[src/assert_macros.svh]
// Assertion macros shared by the view depth range finder RTL.
`ifndef ASSERT_MACROS_SVH
`define ASSERT_MACROS_SVH

// Clocked assertion, masked while reset is asserted.
`define VDR_ASSERT(lbl, clk, rst_n, prop, msg) \
  lbl: assert property (@(posedge clk) disable iff (!rst_n) prop) else $error(msg);

// Clocked assertion that also holds during reset.
`define VDR_ASSERT_ALWAYS(lbl, clk, prop, msg) \
  lbl: assert property (@(posedge clk) prop) else $error(msg);

`endif

[src/vdr_pkg.sv]
// Types, constants and helpers for the view depth range finder.
package vdr_pkg;

  typedef struct packed {
    logic signed [31:0] pos_x;
    logic signed [31:0] pos_y;
    logic signed [31:0] pos_z;
    logic [30:0]        point_radius;
    logic               last_point;
  } point_t;

  typedef struct packed {
    logic signed [31:0] near_plane;
    logic signed [31:0] far_plane;
  } bounds_t;

  typedef enum logic [2:0] {
    REG_ORIGIN_X   = 3'd0,
    REG_ORIGIN_Y   = 3'd1,
    REG_ORIGIN_Z   = 3'd2,
    REG_DIR_X      = 3'd3,
    REG_DIR_Y      = 3'd4,
    REG_DIR_Z      = 3'd5,
    REG_NEAR_FLOOR = 3'd6
  } cfg_idx_e;

  typedef struct packed {
    logic [2:0]  index;
    logic [31:0] value;
  } cfg_t;

  localparam int unsigned StateW = 40;

  localparam logic signed [StateW-1:0] LowInit   = 40'sh7F_FFFF_FFFF;
  localparam logic signed [StateW-1:0] HighInit  = 40'sd0;
  localparam logic signed [StateW-1:0] OneQ16    = 40'sd65536;
  localparam logic signed [15:0]       DirZReset = 16'sd16384;
  localparam logic [30:0]              FloorReset = 31'd655;

  // Saturate a 40-bit signed value to the signed 32-bit range.
  function automatic logic signed [31:0] sat32(input logic signed [StateW-1:0] v);
    logic signed [31:0] r;
    if (v > 40'sh00_7FFF_FFFF) begin
      r = 32'sh7FFF_FFFF;
    end else if (v < -40'sh00_8000_0000) begin
      r = -32'sh8000_0000;
    end else begin
      r = v[31:0];
    end
    return r;
  endfunction

endpackage

[src/vdr_stream_if.sv]
// Valid/ready channel carrying one word of a generic payload type.
interface vdr_stream_if #(
  parameter type T = logic
);
  logic valid;
  logic ready;
  T     data;

  modport source (output valid, output data, input ready);
  modport sink   (input valid, input data, output ready);
endinterface

[src/view_depth_range_finder.sv]
// Top level of the view depth range finder: near/far bounds along a view axis.
//
// Usage:
//   point_i  - one word per point: pos_x/y/z (signed Q16.16), point_radius
//              (Q16.16) and last_point. A run of points ends on last_point.
//   bounds_o - one word per run: near_plane and far_plane (signed Q16.16),
//              emitted after the point flagged last_point.
//   cfg_i    - register writes (index, value), always ready. Write only
//              while the block is idle.
// Depth is (p - origin) . dir with dir in Q2.14, floored to Q16.16. The run
// keeps min(depth - radius) and max(depth + radius); on the last point far
// gets +1.0 if equal to near, near is raised to near_floor, both saturate.
// Timing: a point is registered on accept, its depth and the min/max update
// are computed from the input register, and the last point's result word
// loads into the output register and raises bounds_o.valid. Throughput is
// one point per cycle while no last point waits on a held result, set by the
// min/max update loop (three 33x16 multiplies, a 51-bit sum and two compares).
// Stall: a held result stops only a last point, which waits in the input
// register and holds point_i off; ordinary points keep flowing. Reset clears
// the pipeline, the running bounds and the registers (direction +z, floor 655).
module view_depth_range_finder
  import vdr_pkg::*;
(
  input  logic                 clk_i,
  input  logic                 rst_ni,
  vdr_stream_if.sink           point_i,
  vdr_stream_if.source         bounds_o,
  vdr_stream_if.sink           cfg_i
);

`include "assert_macros.svh"

  // ---------------------------------------------------------------------------
  // Configuration registers
  // ---------------------------------------------------------------------------
  logic signed [31:0] org_x_q, org_y_q, org_z_q;
  logic signed [15:0] dir_x_q, dir_y_q, dir_z_q;
  logic [30:0]        floor_q;
  cfg_t               cfg_word;

  assign cfg_word    = cfg_i.data;
  assign cfg_i.ready = 1'b1;

  always_ff @(posedge clk_i or negedge rst_ni) begin
    if (!rst_ni) begin
      org_x_q <= '0;
      org_y_q <= '0;
      org_z_q <= '0;
      dir_x_q <= '0;
      dir_y_q <= '0;
      dir_z_q <= DirZReset;
      floor_q <= FloorReset;
    end else if (cfg_i.valid) begin
      unique case (cfg_word.index)
        REG_ORIGIN_X:   org_x_q <= cfg_word.value;
        REG_ORIGIN_Y:   org_y_q <= cfg_word.value;
        REG_ORIGIN_Z:   org_z_q <= cfg_word.value;
        REG_DIR_X:      dir_x_q <= cfg_word.value[15:0];
        REG_DIR_Y:      dir_y_q <= cfg_word.value[15:0];
        REG_DIR_Z:      dir_z_q <= cfg_word.value[15:0];
        REG_NEAR_FLOOR: floor_q <= cfg_word.value[30:0];
        default: ;  // unknown index: ignored
      endcase
    end
  end

  // ---------------------------------------------------------------------------
  // Input register
  // ---------------------------------------------------------------------------
  logic   s1_valid_q;
  point_t s1_q;
  logic   s1_adv, s1_fire, in_fire;

  // a non-last point never waits; a last point waits for a free output slot
  assign s1_adv        = !s1_q.last_point || !bounds_o.valid || bounds_o.ready;
  assign s1_fire       = s1_valid_q && s1_adv;
  assign point_i.ready = !s1_valid_q || s1_adv;
  assign in_fire       = point_i.valid && point_i.ready;

  always_ff @(posedge clk_i or negedge rst_ni) begin
    if (!rst_ni) begin
      s1_valid_q <= 1'b0;
    end else if (point_i.ready) begin
      s1_valid_q <= point_i.valid;
    end
  end

  always_ff @(posedge clk_i) begin
    if (in_fire) begin
      s1_q <= point_i.data;
    end
  end

  // ---------------------------------------------------------------------------
  // Depth and running bounds
  // ---------------------------------------------------------------------------
  logic signed [32:0]       dx, dy, dz;
  logic signed [48:0]       px, py, pz;
  logic signed [50:0]       dot_sum;
  logic signed [36:0]       depth;
  logic signed [StateW-1:0] radius, pt_lo, pt_hi;
  logic signed [StateW-1:0] low_q, high_q, low_nx, high_nx;
  logic signed [StateW-1:0] near_v, far_v, floor_ext;

  assign dx = 33'(s1_q.pos_x) - 33'(org_x_q);
  assign dy = 33'(s1_q.pos_y) - 33'(org_y_q);
  assign dz = 33'(s1_q.pos_z) - 33'(org_z_q);

  assign px = 49'(dx) * 49'(dir_x_q);
  assign py = 49'(dy) * 49'(dir_y_q);
  assign pz = 49'(dz) * 49'(dir_z_q);

  assign dot_sum = 51'(px) + 51'(py) + 51'(pz);
  assign depth   = dot_sum[50:14];  // arithmetic shift, floors toward -inf

  assign radius = $signed({9'd0, s1_q.point_radius});
  assign pt_lo  = 40'(depth) - radius;
  assign pt_hi  = 40'(depth) + radius;

  assign low_nx  = (pt_lo < low_q)  ? pt_lo : low_q;
  assign high_nx = (pt_hi > high_q) ? pt_hi : high_q;

  assign floor_ext = $signed({9'd0, floor_q});

  always_comb begin
    near_v = low_nx;
    far_v  = high_nx;
    if (low_nx == high_nx) begin
      far_v = high_nx + OneQ16;
    end
    if (low_nx < floor_ext) begin
      near_v = floor_ext;
    end
  end

  always_ff @(posedge clk_i or negedge rst_ni) begin
    if (!rst_ni) begin
      low_q  <= LowInit;
      high_q <= HighInit;
    end else if (s1_fire) begin
      if (s1_q.last_point) begin
        low_q  <= LowInit;
        high_q <= HighInit;
      end else begin
        low_q  <= low_nx;
        high_q <= high_nx;
      end
    end
  end

  // ---------------------------------------------------------------------------
  // Output register
  // ---------------------------------------------------------------------------
  logic    out_valid_q;
  bounds_t out_q;
  logic    res_load;

  assign res_load = s1_fire && s1_q.last_point;

  always_ff @(posedge clk_i or negedge rst_ni) begin
    if (!rst_ni) begin
      out_valid_q <= 1'b0;
    end else if (res_load) begin
      out_valid_q <= 1'b1;
    end else if (bounds_o.ready) begin
      out_valid_q <= 1'b0;
    end
  end

  always_ff @(posedge clk_i) begin
    if (res_load) begin
      out_q.near_plane <= sat32(near_v);
      out_q.far_plane  <= sat32(far_v);
    end
  end

  assign bounds_o.valid = out_valid_q;
  assign bounds_o.data  = out_q;

  // ---------------------------------------------------------------------------
  // Assertions
  // ---------------------------------------------------------------------------
  `VDR_ASSERT(a_last_gives_word, clk_i, rst_ni,
              res_load |=> out_valid_q,
              "last point did not produce a result word")
  `VDR_ASSERT(a_run_restart, clk_i, rst_ni,
              res_load |=> (low_q == LowInit) && (high_q == HighInit),
              "running bounds not restarted after a run")
  `VDR_ASSERT(a_near_above_floor, clk_i, rst_ni,
              out_valid_q |-> (40'(out_q.near_plane) >= floor_ext),
              "near plane below floor")
  `VDR_ASSERT_ALWAYS(a_high_nonneg, clk_i,
                     !high_q[StateW-1],
                     "running high went negative")

endmodule
[src/flat_wrapper.sv]
// flat-port wrapper written by rule: the top's interface ports become plain ports
module view_depth_range_finder_flat import vdr_pkg::*;
  (clk_i, rst_ni, point_i_valid, point_i_data, point_i_ready, bounds_o_valid, bounds_o_data, bounds_o_ready, cfg_i_valid, cfg_i_data, cfg_i_ready);
  vdr_stream_if point_i_i ();
  vdr_stream_if bounds_o_i ();
  vdr_stream_if cfg_i_i ();
  input  logic clk_i;
  input  logic rst_ni;
  input wire logic [$bits(point_i_i.valid)-1:0] point_i_valid;
  input wire logic [$bits(point_i_i.data)-1:0] point_i_data;
  output wire logic [$bits(point_i_i.ready)-1:0] point_i_ready;
  output wire logic [$bits(bounds_o_i.valid)-1:0] bounds_o_valid;
  output wire logic [$bits(bounds_o_i.data)-1:0] bounds_o_data;
  input wire logic [$bits(bounds_o_i.ready)-1:0] bounds_o_ready;
  input wire logic [$bits(cfg_i_i.valid)-1:0] cfg_i_valid;
  input wire logic [$bits(cfg_i_i.data)-1:0] cfg_i_data;
  output wire logic [$bits(cfg_i_i.ready)-1:0] cfg_i_ready;
  assign point_i_i.valid = point_i_valid;
  assign point_i_i.data = point_i_data;
  assign point_i_ready = point_i_i.ready;
  assign bounds_o_valid = bounds_o_i.valid;
  assign bounds_o_data = bounds_o_i.data;
  assign bounds_o_i.ready = bounds_o_ready;
  assign cfg_i_i.valid = cfg_i_valid;
  assign cfg_i_i.data = cfg_i_data;
  assign cfg_i_ready = cfg_i_i.ready;
  view_depth_range_finder u_core (.clk_i(clk_i), .rst_ni(rst_ni), .point_i(point_i_i), .bounds_o(bounds_o_i), .cfg_i(cfg_i_i));
endmodule
[config.mk]
export PLATFORM = sky130hd
export DESIGN_NAME = view_depth_range_finder_flat
export DESIGN_NICKNAME = d
export VERILOG_FILES = /design/src/vdr_pkg.sv /design/src/vdr_stream_if.sv /design/src/view_depth_range_finder.sv /design/src/flat_wrapper.sv
export VERILOG_INCLUDE_DIRS = /design/src /design/src/src
export SDC_FILE = /design/constraint.sdc
export NUM_CORES = 1
export LEC_CHECK = 0
export ABC_CLOCK_PERIOD_IN_PS = 4700
export BUFFER_PORTS_ARGS = -buffer_cell sky130_fd_sc_hd__buf_4
export CORE_UTILIZATION = 50
export DETAILED_ROUTE_END_ITERATION = 16
export PLACE_DENSITY = 0.66
export SLEW_MARGIN = 20
export SYNTH_ARGS = -nofsm -noshare
export SYNTH_HDL_FRONTEND = slang
export SYNTH_SLANG_ARGS = --single-unit
export TNS_END_PERCENT = 1
[constraint.sdc]
create_clock -name clk_i -period 4.7 [get_ports clk_i]
set_clock_uncertainty 0.1 [all_clocks]
set_input_delay 0.705 -clock clk_i [delete_from_list [all_inputs] [get_ports clk_i]]
set_output_delay 0.705 -clock clk_i [all_outputs]
set_load 0.01 [all_outputs]
==> results of run 1 <==
[through the flow]
stage	util	total power, uW	cell area [sq um]	setup WS, ps	hold WS, ps
floorplan	-	970	4120	1310	309
global placement	0.540	1030	4240	798	372
detailed placement	0.540	1030	4240	749	372
CTS	0.563	1500	4420	737	396
global route	0.564	1570	4420	553	332
finish	0.564	1490	4420	781	254
[worst max-delay path: stages (launching register included)]
cell	delay, ps
dfstp_2	380
nor4_1	350
nand4_1	160
nor2_1	170
nand4_1	100
ha_1	430
buf_12	220
clkinv_4	60
a21oi_2	50
or4_4	530
nor4_2	230
a21o_2	300
nand4_1	130
a311oi_1	310
o2111ai_1	130
[flip-flops by register name (all words and copies together) (netlist names)]
register               count
u_core.high_q             40
u_core.low_q              40
u_core.bounds_o.data       1
u_core.bounds_o.valid      1
u_core.s1_q                1
u_core.s1_valid_q          1
[cell type report]
class,instances,share of cell area
flip-flops and latches,84,0.489
inverters,33,0.0291
clock inverters,4,0.00537
multi-input cells,264,0.389
well taps,102,0.0289
repair buffers,12,0.0240
clock buffers,12,0.0351
[final timing paths]
| kind | start | to | slack [ps] | cells after the start |
|---|---|---|---|---|
| setup / recovery | u_core.low_q[31] | u_core.bounds_o.data | 780 | 14 |
| hold / removal | rst_ni | u_core.high_q[14] | 250 | 1 |
| setup reg to reg | u_core.low_q[31] | u_core.bounds_o.data | 780 | 14 |
| hold reg to reg | u_core.high_q[9] | u_core.high_q[9] | 390 | 1 |
| max in group asynchronous | rst_ni | u_core.high_q[20] | 3720 | 1 |
| min in group clk_i | u_core.high_q[9] | u_core.high_q[9] | 390 | 1 |
[cells by family (layout without fill, tap and decap cells)]
group                    after synthesis  after routing
other                                  1              1
adder cells (fa/ha/maj)                2              2
AND/OR/NAND/NOR                      147            147
flip-flops                            84             84
AO/OA/AOI/OAI                        109            109
buffers and inverters                 55             61
XOR/XNOR                               5              5
[routing by layer]
layer,part of all wire,track usage,vias to the layer above
met5,0,0,-
met4,0.021,0.101,0
met3,0.035,0.0320,13
met2,0.45,0.338,73
met1,0.50,0.342,1518
li1,-,-,1438
[power breakdown]
group | internal [uW] | switching [uW]
clock network | 219 | 251
registers | 815 | 56.9
logic | 65.0 | 83.8
total | 1100 | 392
[cells in the final DEF, fill, tap and decap left out, types with 14 or more instances in the layout]
cell type / netlist / routed
a21o_1: 39 / 39
and2_1: 42 / 42
dfrtp_1: 43 / 43
dfstp_2: 39 / 39
inv_1: 32 / 32
nand4_1: 20 / 20
nor2_1: 15 / 14
o21ai_0: 22 / 21
o22ai_1: 15 / 15
==> out/results.ini, run 1 <==
[sta]
tns_ps=0
setup_viol=0
period_needed_ps=3920
hold_viol=0
fmax_mhz=255
relSlewSlack=0.502
slew_viol_final=0
rsz0062_at_grt=false
worstMarginPinSlew_ps=747
final.period_utilization=0.834

[run]
cap_violations=0

[logic_synthesis]
yosysWarnings=0
syn_avg_cell_area_sq_um=10.2
synth_area_sq_mm=0.00412
synth_seq_area_share=0.525
synth_largest_area_cell=dfrtp_1
syn-instance-count=403
synth_commonest_cells=dfrtp_1, and2_1, a21o_1, dfstp_2, inv_1
ys.flop_type=dfrtp_1
postSynth.asyncResetShare=0.976
synth_cell_types=51
synth.net_count=412
synth.top_cell.area_share=0.261
yosysMostFrequentCell=dfrtp_1
synth_enable_flop_cells=2
synth_area_leaders=dfrtp_1, dfstp_2, a21o_1
synth_top_family_by_area=simple AND/OR/NAND/NOR gates
synth-simple-area-share=0.215
ys_ff_latch=84
synth_xor_area_frac=0.0106
synthAdderAreaFrac=0.00608
synthMuxAreaShare=0
synth_compound_area_frac=0.184

[clocking]
cts_tree=done
cts-buffers-inserted=9
ctsResizeCount=0
post_cts_buffers=0
clockBufferDepth=2
ctsHoldBuffers=0
clkSlewWorstSetupHoldPaths_ps=90
clock_latency_ps=350
cts.sink_count=84
ctsHtreeMaxLevel=3
cts_root_buffer=clkbuf_8

[placement]
gp_congestion=0.906
dp.cells=495
io_buffers=7
dp_hpwl_mm=6.20

[layout]
multi_input_area_sq_mm=0.00172
syn_to_final_growth_pct=7.48
drive_gt1_frac=0.181
n_fill_cell=724
layout.nets=413
antenna_cells=0
regArea_sq_mm=0.00216
instances_no_fill=511

[die]
die_y_um=92.7
design.core.area_sq_mm=0.00785
ios=11
rows=32
dieArea_sq_mm=0.00860
die_x_um=92.7
start_util=0.524

[drt]
drt_pre_antenna_iters=4
vias_per_cell=5.95
drtIter0Drc=221
dr_total_vias=3042
drt-total-wl_mm=9.04
wire_per_inst_um=17.7
ant_nets=0
route.detailed.drc=0

[min_path]
hp-class=primary input to async pin

[global_route]
first_global_vias=2942
antenna_found_initial=0
grt_first_pass_wirelength_mm=15.1
grt_max_degree=83
gr-total-overflow=0
track_usage=0.231

[power]
power_density_mw_per_mm2=337
p_leak_uw=0.00207
ir_drop_mv=0.168

[critical_path]
cp.required_ps=4680
critical_path_arrival_ps=3900
crit_path_end_kind=flip-flop
crit_type=flip-flop to flip-flop
cp-start-kind=flip-flop
worstPathMaxFanout=31

[status]
status=complete, no violations

No activity file was read; power rests on OpenSTA's default activity.
==> inputs of run 2 (changes only) <==
--- a/config.mk
+++ b/config.mk
@@ -6,11 +6,11 @@
 export SDC_FILE = /design/constraint.sdc
 export NUM_CORES = 1
 export LEC_CHECK = 0
-export ABC_CLOCK_PERIOD_IN_PS = 4700
+export ABC_CLOCK_PERIOD_IN_PS = 3400
 export BUFFER_PORTS_ARGS = -buffer_cell sky130_fd_sc_hd__buf_4
 export CORE_UTILIZATION = 50
 export DETAILED_ROUTE_END_ITERATION = 16
-export PLACE_DENSITY = 0.66
+export PLACE_DENSITY = 0.69
 export SLEW_MARGIN = 20
 export SYNTH_ARGS = -nofsm -noshare
 export SYNTH_HDL_FRONTEND = slang
==> constraint.sdc (replaced) <==
create_clock -name clk_i -period 3.4 [get_ports clk_i]
set_clock_uncertainty 0.1 [all_clocks]
set_input_delay 0.51 -clock clk_i [delete_from_list [all_inputs] [get_ports clk_i]]
set_output_delay 0.51 -clock clk_i [all_outputs]
set_load 0.01 [all_outputs]
==> run 2 against run 1 <==
Compared with the run above: the run now ends with negative setup slack left; first-iteration DRC count shrank 21%; fmax increased by 9.5%; setup slack got worse by 960 ps; sequential power grew 34%; flip-flop and latch count is the same; clock power rose by 59%; final cell count grew 10%; combinational power increased by 140%; utilization is 6.8 points higher; non-clock buffer count grew 53; via count is 6.7% higher; global-route usage is 1.7 points higher; critical endpoint unchanged.
==> out/results.ini, run 2 (synthesis gave the netlist of run 1 again) <==
[sta]
hold_ws_ps=68.4  ; -186 ps
layout_setup_ws_ps=-180  ; -960 ps
relSlewSlack=0.512  ; +0.0100
hold_viol=0  ; unchanged
slew_viol_final=0  ; unchanged
period_needed_ps=3580  ; -340 ps
worstMarginPinSlew_ps=732  ; -15.0 ps
setup_viol=1  ; +1
final.period_utilization=1.05  ; +0.219
rsz0062_at_grt=true
fmax_mhz=279  ; +9.5%

[critical_path]
crit_type=flip-flop to flip-flop
critical_path_arrival_ps=3580  ; -320 ps
cp.required_ps=3400  ; -1280 ps
cp-start-kind=flip-flop
crit_path_end_kind=flip-flop
startpoint=u_core.low_q[36]
r2r_start=u_core.low_q[36]
worstPathMaxFanout=7  ; -77%

[global_route]
gr-total-overflow=0  ; unchanged
grt_first_pass_wirelength_mm=16.1  ; +6.7%
first_global_vias=3224  ; +9.6%
grt_max_degree=83  ; unchanged
track_usage=0.248  ; +0.0168
antenna_found_initial=0  ; unchanged

[status]
status=complete, but fails checks
violations=negative setup slack

[placement]
dp_hpwl_mm=6.86  ; +11%
gp_congestion=0.876  ; -3.3%
dp.cells=544  ; +9.9%
place_area_sq_mm=0.00460  ; +8.4%
io_buffers=7  ; unchanged

[clocking]
clkSlewWorstSetupHoldPaths_ps=80  ; about the same
clock_latency_ps=360  ; about the same
cts_tree=done
ctsHtreeMaxLevel=3  ; unchanged
cts.sink_count=84  ; unchanged
cts-buffers-inserted=9  ; unchanged
cts_root_buffer=clkbuf_8
clockBufferDepth=2  ; unchanged

[layout]
drive_gt1_frac=0.299  ; +0.118
fin_util=0.632  ; +0.0684
layout.nets=466  ; +13%
reg.largest.list=u_core.high_q (40), u_core.low_q (40)
final_cell_mix=buf_4, dfrtp_1, and2_1, a21o_1, dfstp_2
antenna_cells=0  ; unchanged
syn_to_final_growth_pct=20.5
layout_commonest_cell=buf_4
finalInstanceArea_sq_mm=0.00496  ; +12%
instances_no_fill=564  ; +10%

[drt]
vias_per_cell=5.76  ; -3.3%
drtIter0Drc=175  ; -21%
dr_total_vias=3247  ; +6.7%
wire_per_inst_um=17.3  ; -2.3%
drt-total-wl_mm=9.75  ; +7.8%
drt_pre_antenna_iters=4  ; unchanged
ant_nets=0  ; unchanged
route.detailed.drc=0  ; unchanged

[die]
design.core.area_sq_mm=0.00785  ; unchanged
rows=32  ; unchanged
die_y_um=92.7  ; unchanged
start_util=0.524  ; unchanged
dieArea_sq_mm=0.00860  ; unchanged
ios=11  ; unchanged
die_x_um=92.7  ; unchanged

[power]
p_leak_uw=0.00235  ; +14%
finalPower_uw=2280  ; +53%
power_density_mw_per_mm2=459  ; +36%
ir_drop_mv=0.326  ; +93%

[run]
cap_violations=0  ; unchanged

[min_path]
hp-class=primary input to async pin

[run 2: final cells by class]
class	instances	area [sq um]
clock buffers	13	139
clock inverters	3	65.1
fillers	667	2890
inverters	33	129
multi-input cells	264	1820
flip-flops and latches	84	2160
well taps	102	128
repair buffers	65	515
[run 2: power by group]
part / switching, uW / total [uW] / internal [uW]
clock: 337 / 751 / 414
sequential: 47.2 / 1170 / 1120
combinational: 180 / 357 / 177
total: 564 / 2280 / 1710
[run 2: repair_timing]
action	CTS	global route
hold buffers	0	0
hold endpoints to repair	0	0
endpoints found under the setup margin	1	1
resized for setup	15	14
pin swaps	6	12
buffers inserted	3	1
gates cloned	0	1
[run 2: critical path: stages, from the launching register on]
cell	delay (ps)
dfstp_2	380
nor4_2	290
nand4_1	180
nor2_1	170
nand4_1	160
ha_4	330
buf_8	130
buf_6	110
o21ai_0	80
nand4_1	170
nor4_2	70
a21o_2	250
buf_6	140
a311o_1	350
a311oi_2	290
o2111ai_1	150
[run 2: final timing paths]
check                                        to  slack (ps)  cells past startpoint
setup / recovery           u_core.bounds_o.data        -180                     15
hold / removal                u_core.s1_valid_q          70                      1
hold reg to reg                u_core.high_q[9]         390                      1
setup reg to reg           u_core.bounds_o.data        -180                     15
min in group clk_i               u_core.s1_q[0]         230                      1
max in group asynchronous     u_core.high_q[33]        2600                      1
[run 2: layer usage]
layer	GRT usage	vias up	wire, um
li1	-	1549	-
met1	0.351	1618	4680
met2	0.375	61	4440
met3	0.0583	19	434
met4	0.0846	0	202
met5	0	-	0
[run 2: through the flow]
step | setup WS (ps) | TNS (ps)
floorplan | 8.57 | 0
global placement | -344 | -344
detailed placement | -464 | -464
CTS | -183 | -183
global route | -322 | -322
finish | -180 | -180
